--- src/hdl/fdc_pkg.sv ---
// Package for the two-drive nibble floppy controller.
// Types, geometry constants and switch codes; no dependencies.
package fdc_pkg;
  localparam int TRACK_COUNT     = 35;
  localparam int BYTES_PER_TRACK = 6656;
  localparam int OFF_DELAY       = 32768;
  localparam int SIDE_BYTES      = TRACK_COUNT * BYTES_PER_TRACK;
  localparam int STORE_DEPTH     = 2 * SIDE_BYTES;
  localparam int STORE_AW        = $clog2(STORE_DEPTH);
  localparam logic [6:0] TOP_HALF = 7'(2 * TRACK_COUNT - 1);

  localparam logic [1:0] KIND_BUS  = 2'd0;
  localparam logic [1:0] KIND_TICK = 2'd1;
  localparam logic [1:0] KIND_LOAD = 2'd2;

  localparam logic [3:0] SW_MOTOR_OFF = 4'h8;
  localparam logic [3:0] SW_MOTOR_ON  = 4'h9;
  localparam logic [3:0] SW_DRIVE0    = 4'ha;
  localparam logic [3:0] SW_DRIVE1    = 4'hb;
  localparam logic [3:0] SW_SHIFT     = 4'hc;
  localparam logic [3:0] SW_LOAD      = 4'hd;
  localparam logic [3:0] SW_SENSE     = 4'he;
  localparam logic [3:0] SW_WRITE     = 4'hf;

  localparam logic [1:0] REG_TICK_PERIOD   = 2'd0;
  localparam logic [1:0] REG_WRITE_PROTECT = 2'd1;
  localparam logic [1:0] REG_DISK_PRESENT  = 2'd2;

  typedef struct packed {
    logic [1:0]  kind;
    logic [3:0]  switch_offset;
    logic        is_write;
    logic [7:0]  write_value;
    logic        load_drive;
    logic [17:0] load_address;
  } req_t;

  typedef struct packed {
    logic [7:0] read_data;
    logic       motor_on;
    logic       selected_drive;
    logic [1:0] dirty_flags;
    logic [6:0] head_position;
  } rsp_t;

  // Phase bits to target quarter position; valid flag in bit 2.
  function automatic logic [2:0] phase_target(input logic [3:0] p);
    case (p)
      4'h1: phase_target = 3'b100;
      4'h2: phase_target = 3'b101;
      4'h4: phase_target = 3'b110;
      4'h8: phase_target = 3'b111;
      default: phase_target = 3'b000;
    endcase
  endfunction

  function automatic logic [6:0] step_head(input logic [6:0] ht, input logic [3:0] p);
    logic [2:0] t;
    logic [1:0] dlt;
    logic [6:0] r;
    t = phase_target(p);
    dlt = t[1:0] - ht[1:0];
    r = ht;
    if (t[2]) begin
      if (dlt == 2'd1 && ht != TOP_HALF) r = ht + 7'd1;
      else if (dlt == 2'd3 && ht != 7'd0) r = ht - 7'd1;
    end
    return r;
  endfunction
endpackage

--- src/hdl/fdc_front.sv ---
// Front end: request intake and a two-entry queue toward the back end.
// Depends on fdc_pkg.
module fdc_front (
  input  logic                clk,
  input  logic                rst,
  input  logic                in_valid,
  output logic                in_ready,
  input  fdc_pkg::req_t       in_data,
  output logic                q_valid,
  input  logic                q_ready,
  output fdc_pkg::req_t       q_data
);
  fdc_pkg::req_t slot [2];
  logic       rd_ptr, wr_ptr;
  logic [1:0] count;
  logic       push, pop;

  assign in_ready = (count != 2'd2);
  assign q_valid  = (count != 2'd0);
  assign q_data   = slot[rd_ptr];
  assign push = in_valid && in_ready;
  assign pop  = q_valid && q_ready;

  always_ff @(posedge clk) begin
    if (push) slot[wr_ptr] <= in_data;
    if (rst) begin
      rd_ptr <= 1'b0;
      wr_ptr <= 1'b0;
      count  <= 2'd0;
    end else begin
      if (push) wr_ptr <= ~wr_ptr;
      if (pop) rd_ptr <= ~rd_ptr;
      count <= count + {1'b0, push} - {1'b0, pop};
    end
  end
endmodule

--- config.mk ---
export PLATFORM = sky130hd
export DESIGN_NAME = fdc_front
export DESIGN_NICKNAME = d
export VERILOG_FILES = /design/src/hdl/fdc_pkg.sv /design/src/hdl/fdc_front.sv
export SDC_FILE = /design/constraint.sdc
export NUM_CORES = 1
export LEC_CHECK = 0
export BUFFER_PORTS_ARGS = -buffer_cell sky130_fd_sc_hd__clkbuf_2
export CORE_MARGIN = 2
export CORE_UTILIZATION = 56
export CTS_CLUSTER_SIZE = 12
export DETAILED_ROUTE_END_ITERATION = 8
export PLACE_DENSITY = 0.87
export RECOVER_POWER = 25
export SLEW_MARGIN = 20
export SYNTH_ARGS = -nofsm -noshare
export SYNTH_HDL_FRONTEND = slang
export SYNTH_SLANG_ARGS = --single-unit
--- constraint.sdc ---
create_clock -name clk -period 6.8 [get_ports clk]
set_input_delay 0.34 -clock clk [delete_from_list [all_inputs] [get_ports clk]]
set_output_delay 0.34 -clock clk [all_outputs]
set_load 0.01 [all_outputs]
==> implementation parameters, run 1 <==
Parameter                              Value

Place
  Final estimated routing congestion in global placement ... about 0.67
  Hpwl dp ... 2873 um
  Count of buffers from port buffering ... 73
  Placed cell area ... approximately 3200 um^2
  Post-placement worst setup slack ... just under 5000 ps

Clock tree
  Max Root-Sink Buffers ... 2
  Gates resized, CTS repair ... 0
  TritonCTS clock tree ... yes
  Setup bufs post-CTS ... 0
  Clock transition time at the flip-flop clock pins of the worst setup and hold paths ... around 70 ps
  Clock tree sinks ... 73
  Number of levels the H-tree was split into ... 3
  Clock Latency Late Sink ... around 340 ps
  Number of buffers created by CTS ... 9
  CTS root buffer ... clkbuf_8
  Number of hold buffers added after cts ... 0

Timing
  Total count of max-transition violations in the final report ... 0
  Endpoints failing hold ... 0
  Highest clock frequency the design can meet ... 440.3 MHz
  Sum of negative setup slack ... 0 ps
  Setup repair after global routing missed its margin ... false
  Worst setup slack after layout ... 4529 ps
  Total of endpoints with negative setup slack in the final report ... 0
  Measured slew at the worst slew-check pin ... 1093 ps
  Relative max-transition margin ... 0.2713
  Worst hold slack ... ~180 ps
  Setup Skew ... roughly 9.4 ps
  Minimum period implied by the final worst setup slack ... 2271 ps
  Final critical-path share of the clock period ... 0.3340

Final layout
  Final-stage net count ... 251
  Layout overhead on the synthesized area ... 20.54%
  Antenna cells ... 0
  Summed area of non-filler cells in the final layout ... 3400 um^2
  Fraction of final layout cells with drive strength greater than 1 ... 0.5070

Job
  Max-cap violations ... 0

Global routing
  GRT Resource Usage Total ... 0.1677
  Overflow after GRT ... 0
  Pin count of the biggest net entering global routing ... 35
  Number of antenna violations at the first check in global routing ... 0
  Number of global-route vias before repair ... 1,360
  Wire length of the first global-routing pass ... 6334 um

Route
  Vias after detailed routing ... roughly 1,400
  Detailed Route WL ... 4347 um
  Detailed-route vias per instance ... 4.954
  Count of TritonRoute iterations in the first routing pass ... 4
  Post-route DRC violation count ... 0
  Avg WL per Cell ... 15.41 um
  Final antenna-violating net count ... 0
  Number of design-rule violations left by the first detailed-router iteration ... 75

Yosys
  Fraction of registers with async set/reset ... 0
  Cells after Synth ... 130
  Number of synthesized register bits ... 73
  Number of synthesis warnings ... 0
  Synth area leader ... edfxtp_1
  Syn_nets ... 170
  Summed instance area of the synthesized netlist ... 2820 um^2
  Fraction of the yosys area taken by sequential cells ... 0.7595
  Average cell area after synthesis ... roughly 22 um^2
  Post-synth EDFFs ... 68
  Fraction of post-synthesis cell area in the top cell type by area ... 0.7240
  Number of different library cells in the post-synthesis netlist ... 16
  Synth Flop Type ... edfxtp_1
  Dominant cells by area after synthesis ... edfxtp_1 72%, mux2_4 17%, dfxtp_1 3.5%

Floorplanning
  # rows ... 25
  Die Footprint ... 5620 um^2
  Width of the die ... 74.97 um
  Initial standard-cell utilization of the core ... 0.5893
  Die Ht ... 74.97 um
  Area inside the core boundary ... 4786 um^2
  Number of top-level pins ... 74

Power
  Clock power frac ... 0.251
  Combinational share of power ... 0.245
  Seq pwr share ... 0.505
  Total Power Consumption ... 1.228 mW
  Maximum resistive drop on vdd ... 0.2043 mV
  Power spent charging and discharging nets ... 325.5 uW
  Internal power component ... 902.6 uW
  Total power density per cell area ... 361.3 nW/um^2
  Switching fraction of total power ... 0.2650
  Static Leakage ... 1.342 nW

Worst setup path
  Slowest cell on the critical path ... dfxtp_2
  Worst setup path category ... flop to output port
  Arr. time, crit path ... 1930 ps
  Sort of element at the start of the critical path ... flop
  Slowest Stage Delay on Critical Path ... ~1100 ps
  Maximum fanout along the worst path ... 34
  Worst endpoint required time ... 6460 ps
  CP Capture Type ... output port
  Chain of cells forming the critical path ... mux2_1 -> clkbuf_2

Worst hold path
  Class of the tightest hold or removal check ... input port to flop

Run status
  Result of the run ... complete, no violations
## stage by stage
step                  util  cells
floorplan                -    130
global placement    0.6771    267
detailed placement  0.6771    267
CTS                 0.7140    282
global route        0.7103    282
finish              0.7103    282
## power groups by stage
stage | clock (mW) | combinational (mW) | sequential, mW
after floorplan | 0 | 0.246 | 0.591
after global placement | 0 | 0.300 | 0.627
after detailed placement | 0 | 0.306 | 0.631
after CTS | 0.316 | 0.308 | 0.622
after global routing | 0.335 | 0.330 | 0.627
final | 0.308 | 0.300 | 0.620
## path summary, 6_finish.rpt
check                endpoint   startpoint  cells after the start  slack (ps)
setup / recovery    q_data[1]         flop                      2        4530
hold / removal    slot[0][18]  in_data[18]                      1         180
setup reg to reg   slot[1][0]     count[0]                      3        4910
hold reg to reg        rd_ptr       rd_ptr                      2         520
## cell families (layout without fill, tap and decap cells)
| family | after synthesis | in the layout | share of synthesized area |
|---|---|---|---|
| AOI/OAI and AO/OA | 1 | 1 | 0.003106 |
| xor gates and xnor gates | 3 | 3 | 0.009318 |
| adders and majority gates | 2 | 2 | 0.008872 |
| buffers and inverters | 5 | 90 | 0.01730 |
| DFF | 73 | 73 | 0.7595 |
| muxes | 35 | 35 | 0.1810 |
| and+or+nand+nor | 11 | 11 | 0.02086 |
## layout make-up
class	instances	area [um^2]
clock inverters	4	45.04
inverters	1	3.754
clock buffers	11	131.4
fillers	333	1386
repair buffers	74	355.3
multi-input cells	52	636.9
well taps	67	83.83
flip-flops and latches	73	2143
## state kept, by name, indices dropped and copies added (netlist names), named ones only
name and count:
rd_ptr 1, wr_ptr 1, count 2, slot 68
## critical path: cells and delay by family, from the launching register on
kind     cells  cell delay [ps]
mux          1              400
buf+inv      1              130
flops        1             1050
## synth_stat cells (2+ instances only)
master / number
edfxtp_1: 68
mux2_4: 31
dfxtp_1: 5
nor2_1: 5
buf_6: 4
mux2_1: 4
ha_1: 2
nor2b_1: 2
xnor2_1: 2
## per-layer routing
layer / wire [um] / share of wire / global-route usage
met3: 258 / 0.059 / 0.06693
met2: 2259 / 0.52 / 0.2739
met1: 1728 / 0.40 / 0.1898
met4: 101 / 0.023 / 0.08929
met5: 0 / 0 / 0
## cell usage in the layout (no fill, tap or decap), types with 2 or more instances in the layout
cell and count:
xnor2_1 2, edfxtp_1 68, mux2_4 31, clkinv_2 3
dfxtp_1 4, nor2_1 4, clkbuf_2 59, mux2_1 4
nor2b_1 2, clkbuf_8 9, ha_1 2, clkbuf_1 16
No activity file was read; power rests on OpenSTA's default activity.
==> run 2, diff against run 1 <==
--- a/config.mk
+++ b/config.mk
@@ -5,12 +5,13 @@
 export SDC_FILE = /design/constraint.sdc
 export NUM_CORES = 1
 export LEC_CHECK = 0
+export ABC_AREA = 1
 export BUFFER_PORTS_ARGS = -buffer_cell sky130_fd_sc_hd__clkbuf_2
 export CORE_MARGIN = 2
-export CORE_UTILIZATION = 56
+export CORE_UTILIZATION = 47
 export CTS_CLUSTER_SIZE = 12
 export DETAILED_ROUTE_END_ITERATION = 8
-export PLACE_DENSITY = 0.87
+export PLACE_DENSITY = 0.78
 export RECOVER_POWER = 25
 export SLEW_MARGIN = 20
 export SYNTH_ARGS = -nofsm -noshare
==> constraint.sdc (replaced) <==
create_clock -name clk -period 2 [get_ports clk]
set_input_delay 0.1 -clock clk [delete_from_list [all_inputs] [get_ports clk]]
set_output_delay 0.1 -clock clk [all_outputs]
set_load 0.01 [all_outputs]
==> run 2 against run 1 <==
  * First-iteration DRC count grew 56%
  * Synthesized area grew 1.2%
  * Combinational power grew to 4.0 times the previous value
  * Highest routed layer unchanged
  * Flip-flop and latch count is the same
  * Core utilization shrank 5.2 points
  * Worst hold slack lost 120 ps
==> implementation parameters, run 2 <==
Parameter                              Value

Place
  Number of cells after detailed placement ... 290 (was 267)
  Final estimated routing congestion in global placement ... 0.7313 (was 0.6682)
  Count of buffers from port buffering ... 73 (unchanged)
  Hpwl dp ... 3062 um (was 2873 um)
  Post-placement worst setup slack ... 431.0 ps (was 4871 ps)

Timing
  Total of endpoints with negative setup slack in the final report ... 0 (unchanged)
  Final critical-path share of the clock period ... 0.8570
  Worst hold slack ... 66.57 ps (was 182.7 ps)
  Endpoints failing hold ... 0 (unchanged)
  Worst setup slack after layout ... 286.0 ps (was 4529 ps)
  Total count of max-transition violations in the final report ... 0 (unchanged)
  Sum of negative setup slack ... 0 ps (unchanged)
  Minimum period implied by the final worst setup slack ... ~1700 ps
  Highest clock frequency the design can meet ... 583.4 MHz
  Setup Skew ... 6.139 ps (was 9.428 ps)
  Relative max-transition margin ... 0.7975 (was 0.2713)
  Measured slew at the worst slew-check pin ... 303.8 ps (was 1093 ps)
  Setup repair after global routing missed its margin ... false (unchanged)

Yosys
  Post-synth EDFFs ... 68 (unchanged)
  Number of synthesis warnings ... 0 (unchanged)
  Synth Flop Type ... edfxtp_1 (unchanged)
  Cell with the most instances after synthesis ... edfxtp_1 (unchanged)
  Number of synthesized register bits ... 73 (unchanged)
  Synthesized-area fraction occupied by ao, oa, aoi and oai cells ... 0.003509 (was 0.003106)
  Fraction of registers with async set/reset ... 0 (unchanged)
  Summed instance area of the synthesized netlist ... 2853 um^2 (was 2820 um^2)
  Cells after Synth ... 143 (was 130)
  Area fraction in and, or, nand and nor cells after synthesis ... 0.02763 (was 0.02085)
  Largest family of logic cells by synthesized area ... multiplexers (unchanged)
  Dominant cells by area after synthesis ... edfxtp_1 72%, mux2_4 16%, dfxtp_1 3.5% (was edfxtp_1 72%, mux2_4 17%, dfxtp_1 3.5%)
  Post-synthesis adder-cell area fraction ... 0.008772 (was 0.008873)
  Syn_nets ... 183 (was 170)
  Post-synthesis xor/xnor area fraction ... 0 (was 0.009317)
  Most common library cells after synthesis ... 68 x edfxtp_1, 30 x mux2_4, 9 x nor2_1 (was 68 x edfxtp_1, 31 x mux2_4, 5 x dfxtp_1, 5 x nor2_1)
  Fraction of post-synthesis cell area in the top cell type by area ... 0.7158 (was 0.7240)
  Multiplexer share of the synthesized area ... 0.1737 (was 0.1810)
  Average cell area after synthesis ... 19.95 um^2 (was 21.69 um^2)
  Fraction of the yosys area taken by sequential cells ... 0.7509 (was 0.7595)
  Number of different library cells in the post-synthesis netlist ... 12 (was 16)
  Synth area leader ... edfxtp_1 (unchanged)

Clock tree
  Clock transition time at the flip-flop clock pins of the worst setup and hold paths ... 70 ps (about the same)
  Clock Latency Late Sink ... 330 ps (was 340 ps)
  Number of levels the H-tree was split into ... 3 (unchanged)
  Number of buffers created by CTS ... 9 (unchanged)
  CTS root buffer ... clkbuf_8 (unchanged)
  Clock tree sinks ... 73 (unchanged)
  TritonCTS clock tree ... yes (unchanged)
  Max Root-Sink Buffers ... 2 (unchanged)

Worst hold path
  Class of the tightest hold or removal check ... input port to flop (unchanged)

Floorplanning
  Number of top-level pins ... 74 (unchanged)
  Initial standard-cell utilization of the core ... 0.4847 (was 0.5893)
  Die Ht ... 81.91 um (was 74.97 um)
  Die Footprint ... 6708 um^2 (was 5620 um^2)
  Width of the die ... 81.91 um (was 74.97 um)
  # rows ... 28 (was 25)
  Area inside the core boundary ... 5886 um^2 (was 4786 um^2)

Worst setup path
  Chain of cells forming the critical path ... buf_12 -> mux2_2 -> clkbuf_2 (was mux2_1 -> clkbuf_2)
  Sort of element at the start of the critical path ... flop (unchanged)
  Slowest cell on the critical path ... dfxtp_2 (unchanged)
  Setup slack, reg-to-reg ... 420 ps (was 4910 ps)
  Arr. time, crit path ... 1610 ps (was 1930 ps)
  Maximum fanout along the worst path ... 27 (was 34)
  Worst setup path category ... flop to output port (unchanged)
  Worst endpoint required time ... 1900 ps (was 6460 ps)
  CP Capture Type ... output port (unchanged)
  Slowest Stage Delay on Critical Path ... 510 ps (was 1050 ps)

Route
  Detailed-route vias per instance ... 4.584 (was 4.954)
  Number of design-rule violations left by the first detailed-router iteration ... 117 (was 75)
  Final antenna-violating net count ... 0 (unchanged)
  Detailed Route WL ... 4954 um (was 4347 um)
  Post-route DRC violation count ... 0 (unchanged)
  Avg WL per Cell ... 14.53 um (was 15.41 um)
  Count of TritonRoute iterations in the first routing pass ... 5 (was 4)
  Vias after detailed routing ... 1,563 (was 1,397)

Final layout
  Fill cell instance count of the final layout ... 442 (was 333)
  Layout overhead on the synthesized area ... 35.75% (was 20.54%)
  Final-stage net count ... 301 (was 251)
  Most common cell after layout, fill and taps aside ... edfxtp_1 (unchanged)
  Largest registers ... slot (68), count (2) (unchanged)
  Flip-flop count of the largest register, all copies and words added ... 68 (unchanged)
  Antenna cells ... 0 (unchanged)
  Fraction of final layout cells with drive strength greater than 1 ... 0.4060 (was 0.5070)
  Count of placed standard cells in the final layout, fillers left out ... 341 (was 282)
  Area used by multi-input combinational logic ... 616.8 um^2 (was 636.9 um^2)
  Register area ... 2143 um^2 (unchanged)
  Register containing the most flip-flops in the final layout ... slot (unchanged)
  Most frequent cells in the layout ... 68 x edfxtp_1, 55 x clkbuf_2, 35 x dlygate4sd3_1 (was 68 x edfxtp_1, 59 x clkbuf_2, 31 x mux2_4)

Global routing
  Number of antenna violations at the first check in global routing ... 0 (unchanged)
  Pin count of the biggest net entering global routing ... 35 (unchanged)
  Number of global-route vias before repair ... 1,683 (was 1,360)
  Wire length of the first global-routing pass ... 7472 um (was 6334 um)
  GRT Resource Usage Total ... 0.1561 (was 0.1677)
  Overflow after GRT ... 0 (unchanged)

Power
  Total Power Consumption ... 4.570 mW (was 1.228 mW)
  Static Leakage ... 1.549 nW (was 1.342 nW)
  Maximum resistive drop on vdd ... 0.7964 mV (was 0.2043 mV)
  Total power density per cell area ... 1180 nW/um^2 (was 361.3 nW/um^2)

Job
  Max-cap violations ... 0 (unchanged)

Run status
  Result of the run ... complete, no violations (unchanged)
-- run 2: cell types whose count changed after synthesis, sizes merged, moves of 2 or more --
cell / before / now
a21oi: 0 / 2
inv: 1 / 8
nand2: 1 / 8
nand3: 0 / 3
nor2: 5 / 9
nor2b: 2 / 0
xnor2: 2 / 0
-- run 2: power by group --
part	internal (mW)	total, mW	switching, mW
logic	0.632	1.21	0.580
registers	1.94	2.03	0.0957
clock network	0.830	1.33	0.496
-- run 2: layout make-up --
class | count | area share
Inverter | 8 | 0.007754
Multi-Input combinational cell | 58 | 0.1593
Clock buffer | 11 | 0.03393
Sequential cell | 73 | 0.5535
Timing Repair Buffer | 111 | 0.1945
Tap cell | 75 | 0.02423
Clock inverter | 5 | 0.02682
-- run 2: path summary, 6_finish.rpt --
path	start	end	depth (start not counted)
min reg2reg	rd_ptr	rd_ptr	2
max reg2reg	count[0]	count[1]	10
min	in_valid	wr_ptr	3
max	flop	q_data[1]	3
-- run 2: what timing repair did --
| action | in CTS | in global routing |
|---|---|---|
| hold buffers | 35 | 0 |
| buffers inserted | 0 | 0 |
| resized for setup | 0 | 0 |
| hold endpoints to repair | 69 | 0 |
-- run 2: cell families after synthesis --
| group | count (synthesis) |
|---|---|
| AOI/OAI and AO/OA | 2 |
| and+or+nand+nor | 20 |
| buffers and inverters | 12 |
| adders and majority gates | 2 |
| DFF | 73 |
| muxes | 34 |
-- run 2: layer usage --
layer / routed length (um) / global-route usage
met1: 1904 / 0.1675
met3: 239 / 0.03516
met2: 2749 / 0.2862
met4: 61 / 0.07833
met5: 0 / 0
-- run 2: worst max-delay path, delay by kind of cell, from the launching register on --
kind,cells,cell delay [ps]
flip-flops,1,510
buffers and inverters,2,410
multiplexers,1,370
-- run 2: stage by stage --
stage                     area, um^2  utilization
final                           3872       0.6580
after global routing            3872       0.6580
after CTS                       3895       0.6618
after detailed placement        3309       0.5623
after global placement          3309       0.5623
after floorplan                 2855            -
==> run 3, diff against run 2 <==
--- a/config.mk
+++ b/config.mk
@@ -7,13 +7,12 @@
 export LEC_CHECK = 0
 export ABC_AREA = 1
 export BUFFER_PORTS_ARGS = -buffer_cell sky130_fd_sc_hd__clkbuf_2
-export CORE_MARGIN = 2
 export CORE_UTILIZATION = 47
 export CTS_CLUSTER_SIZE = 12
 export DETAILED_ROUTE_END_ITERATION = 8
 export PLACE_DENSITY = 0.78
 export RECOVER_POWER = 25
-export SLEW_MARGIN = 20
+export SLEW_MARGIN = 10
 export SYNTH_ARGS = -nofsm -noshare
 export SYNTH_HDL_FRONTEND = slang
 export SYNTH_SLANG_ARGS = --single-unit
==> run 3 against run 2 <==
  * Critical path depth up 7
  * Power down 2.9%
  * Critical endpoint is now count[1]
  * Combinational power about the same
  * Count of clock-buffer cells in the layout up 1
  * Flip-flop and latch count unchanged
  * Largest cell class unchanged
==> implementation parameters, run 3 (same netlist as run 2, synthesis figures left out) <==
Parameter                              Value

Floorplanning
  Width of the die ... 79.91 um (was 81.91 um)
  # rows ... 28 (unchanged)
  Die Footprint ... 6385 um^2 (was 6708 um^2)
  Number of top-level pins ... 74 (unchanged)
  Initial standard-cell utilization of the core ... 0.4847 (unchanged)
  Die Ht ... 79.91 um (was 81.91 um)
  Area inside the core boundary ... 5886 um^2 (unchanged)

Timing
  Total of endpoints with negative setup slack in the final report ... 0 (unchanged)
  Endpoints failing hold ... 0 (unchanged)
  Measured slew at the worst slew-check pin ... 255.5 ps (was 303.8 ps)
  Setup repair after global routing missed its margin ... false (unchanged)
  Final critical-path share of the clock period ... 0.7972 (was 0.8570)
  Highest clock frequency the design can meet ... 627.2 MHz (was 583.4 MHz)
  Total count of max-transition violations in the final report ... 0 (unchanged)
  Sum of negative setup slack ... 0 ps (unchanged)
  Setup Skew ... 11.56 ps (was 6.139 ps)
  Relative max-transition margin ... 0.8296 (was 0.7975)
  Minimum period implied by the final worst setup slack ... 1594 ps (was 1714 ps)

Power
  Maximum resistive drop on vdd ... 0.6462 mV (was 0.7964 mV)
  Internal power component ... 3.279 mW (was 3.398 mW)
  Switching fraction of total power ... 0.2612 (was 0.2564)
  Clock power frac ... 0.270 (was 0.290)
  Total power density per cell area ... 1150 nW/um^2 (was 1180 nW/um^2)
  Seq pwr share ... 0.453 (was 0.445)
  Static Leakage ... 1.557 nW (was 1.549 nW)
  Power spent charging and discharging nets ... 1.159 mW (was 1.172 mW)
  Combinational share of power ... 0.277 (was 0.265)

Final layout
  Layout overhead on the synthesized area ... 35.26% (was 35.75%)
  Largest registers ... slot (68), count (2) (unchanged)
  Fill cell instance count of the final layout ... 441 (was 442)
  Most common cell after layout, fill and taps aside ... edfxtp_1 (unchanged)
  Flip-flop count of the largest register, all copies and words added ... 68 (unchanged)
  Antenna cells ... 0 (unchanged)
  Final-stage net count ... 301 (unchanged)
  Register containing the most flip-flops in the final layout ... slot (unchanged)
  Most frequent cells in the layout ... 68 x edfxtp_1, 62 x clkbuf_2, 35 x dlygate4sd3_1 (was 68 x edfxtp_1, 55 x clkbuf_2, 35 x dlygate4sd3_1)
  Count of placed standard cells in the final layout, fillers left out ... 341 (unchanged)
  Fraction of final layout cells with drive strength greater than 1 ... 0.4286 (was 0.4060)

Route
  Post-route DRC violation count ... 0 (unchanged)
  Detailed-route vias per instance ... 4.683 (was 4.584)
  Avg WL per Cell ... 13.78 um (was 14.53 um)
  Number of design-rule violations left by the first detailed-router iteration ... 65 (was 117)
  Count of TritonRoute iterations in the first routing pass ... 4 (was 5)
  Vias after detailed routing ... 1,597 (was 1,563)
  Detailed Route WL ... 4699 um (was 4954 um)
  Final antenna-violating net count ... 0 (unchanged)

Global routing
  GRT Resource Usage Total ... 0.1528 (was 0.1561)
  Pin count of the biggest net entering global routing ... 35 (unchanged)
  Overflow after GRT ... 0 (unchanged)
  Number of global-route vias before repair ... 1,542 (was 1,683)
  Wire length of the first global-routing pass ... 6913 um (was 7472 um)
  Number of antenna violations at the first check in global routing ... 0 (unchanged)

Clock tree
  CTS root buffer ... clkbuf_8 (unchanged)
  Max Root-Sink Buffers ... 2 (unchanged)
  Setup bufs post-CTS ... 0 (unchanged)
  TritonCTS clock tree ... yes (unchanged)
  Number of hold buffers added after cts ... 35 (unchanged)
  Clock transition time at the flip-flop clock pins of the worst setup and hold paths ... 80 ps (was 70 ps)
  Clock tree sinks ... 73 (unchanged)
  Number of levels the H-tree was split into ... 3 (unchanged)
  Clock Latency Late Sink ... 330 ps (about the same)
  Number of buffers created by CTS ... 9 (unchanged)
  Gates resized, CTS repair ... 0 (unchanged)

Worst setup path
  Slowest Stage Delay on Critical Path ... 370 ps (was 510 ps)
  Sort of element at the start of the critical path ... flop (unchanged)
  Chain of cells forming the critical path ... inv_1 -> nand2_1 -> nand2_1 -> ha_1 -> inv_1 -> ha_1 -> inv_1 -> nand2_1 -> a21oi_1 -> nor2_1 (was buf_12 -> mux2_2 -> clkbuf_2)
  Maximum fanout along the worst path ... 4 (was 27)
  CP Capture Type ... flop (was output port)
  Worst endpoint required time ... 2210 ps (was 1900 ps)
  Worst setup path category ... flop to flop (was flop to output port)
  Arr. time, crit path ... 1810 ps (was 1610 ps)
  Slowest cell on the critical path ... dfxtp_1 (was dfxtp_2)

Place
  Final estimated routing congestion in global placement ... 0.6694 (was 0.7313)
  Hpwl dp ... 2891 um (was 3062 um)
  Number of cells after detailed placement ... 290 (unchanged)
  Count of buffers from port buffering ... 73 (unchanged)

Run status
  Result of the run ... complete, no violations (unchanged)

Worst hold path
  Class of the tightest hold or removal check ... input port to flop (unchanged)

Job
  Max-cap violations ... 0 (unchanged)
==> run 3: cell count changes in the layout (fill, tap and decap cells not counted), sizes merged <==
cell | before | now
bufinv | 3 | 2
clkbuf | 84 | 85
==> run 3: path summary, 6_finish.rpt <==
check,start,end,slack (ps),cells past startpoint
max,count[0],count[1],410,10
min,q_ready,flop,70,4
max reg2reg,count[0],count[1],410,10
min reg2reg,rd_ptr,flop,520,2
==> run 3: per-stage QoR <==
step / cell area (um^2) / util / hold WS, ps / setup slack [ps] / total power [mW]
after CTS: 3872 / 0.6580 / 54.56 / 407.2 / 4.494
after global placement: 3309 / 0.5623 / 271.4 / 526.9 / 3.205
after floorplan: 2855 / - / 171.2 / 69.65 / 2.886
final: 3859 / 0.6556 / 68.10 / 405.7 / 4.438
after global routing: 3859 / 0.6556 / 70.69 / 260.5 / 4.655
after detailed placement: 3309 / 0.5623 / 284.3 / 425.8 / 3.240
==> run 3: metal layers <==
layer	share of wire	GRT usage
met5	0	0
met4	0.022	0.08571
met3	0.038	0.04000
met2	0.57	0.2829
met1	0.37	0.1534
==> run 3: final cells by class <==
| cell class | instances | area, um^2 | share of cell area |
|---|---|---|---|
| Sequential cell | 73 | 2143 | 0.5554 |
| Timing Repair Buffer | 111 | 762.0 | 0.1975 |
| Multi-Input combinational cell | 58 | 616.8 | 0.1599 |
| Clock buffer | 12 | 135.1 | 0.03502 |
| Tap cell | 75 | 93.84 | 0.02432 |
| Clock inverter | 4 | 77.57 | 0.02010 |
| Inverter | 8 | 30.03 | 0.007782 |
==> run 3: power by group through the flow <==
stage               logic [mW]  registers, mW  clock network (mW)
finish                    1.23           2.01                1.20
global route              1.33           2.03                1.29
CTS                       1.25           2.01                1.23
detailed placement        1.19           2.05                   0
global placement          1.18           2.03                   0
floorplan                0.864           2.02                   0
==> run 3: worst max-delay path: cells and delay by family (launching register included) <==
kind            cells  cell delay, ps
fa+ha+maj           2             460
flops               1             370
simple gates        4             350
buf+inv             3             160
compound gates      1             130
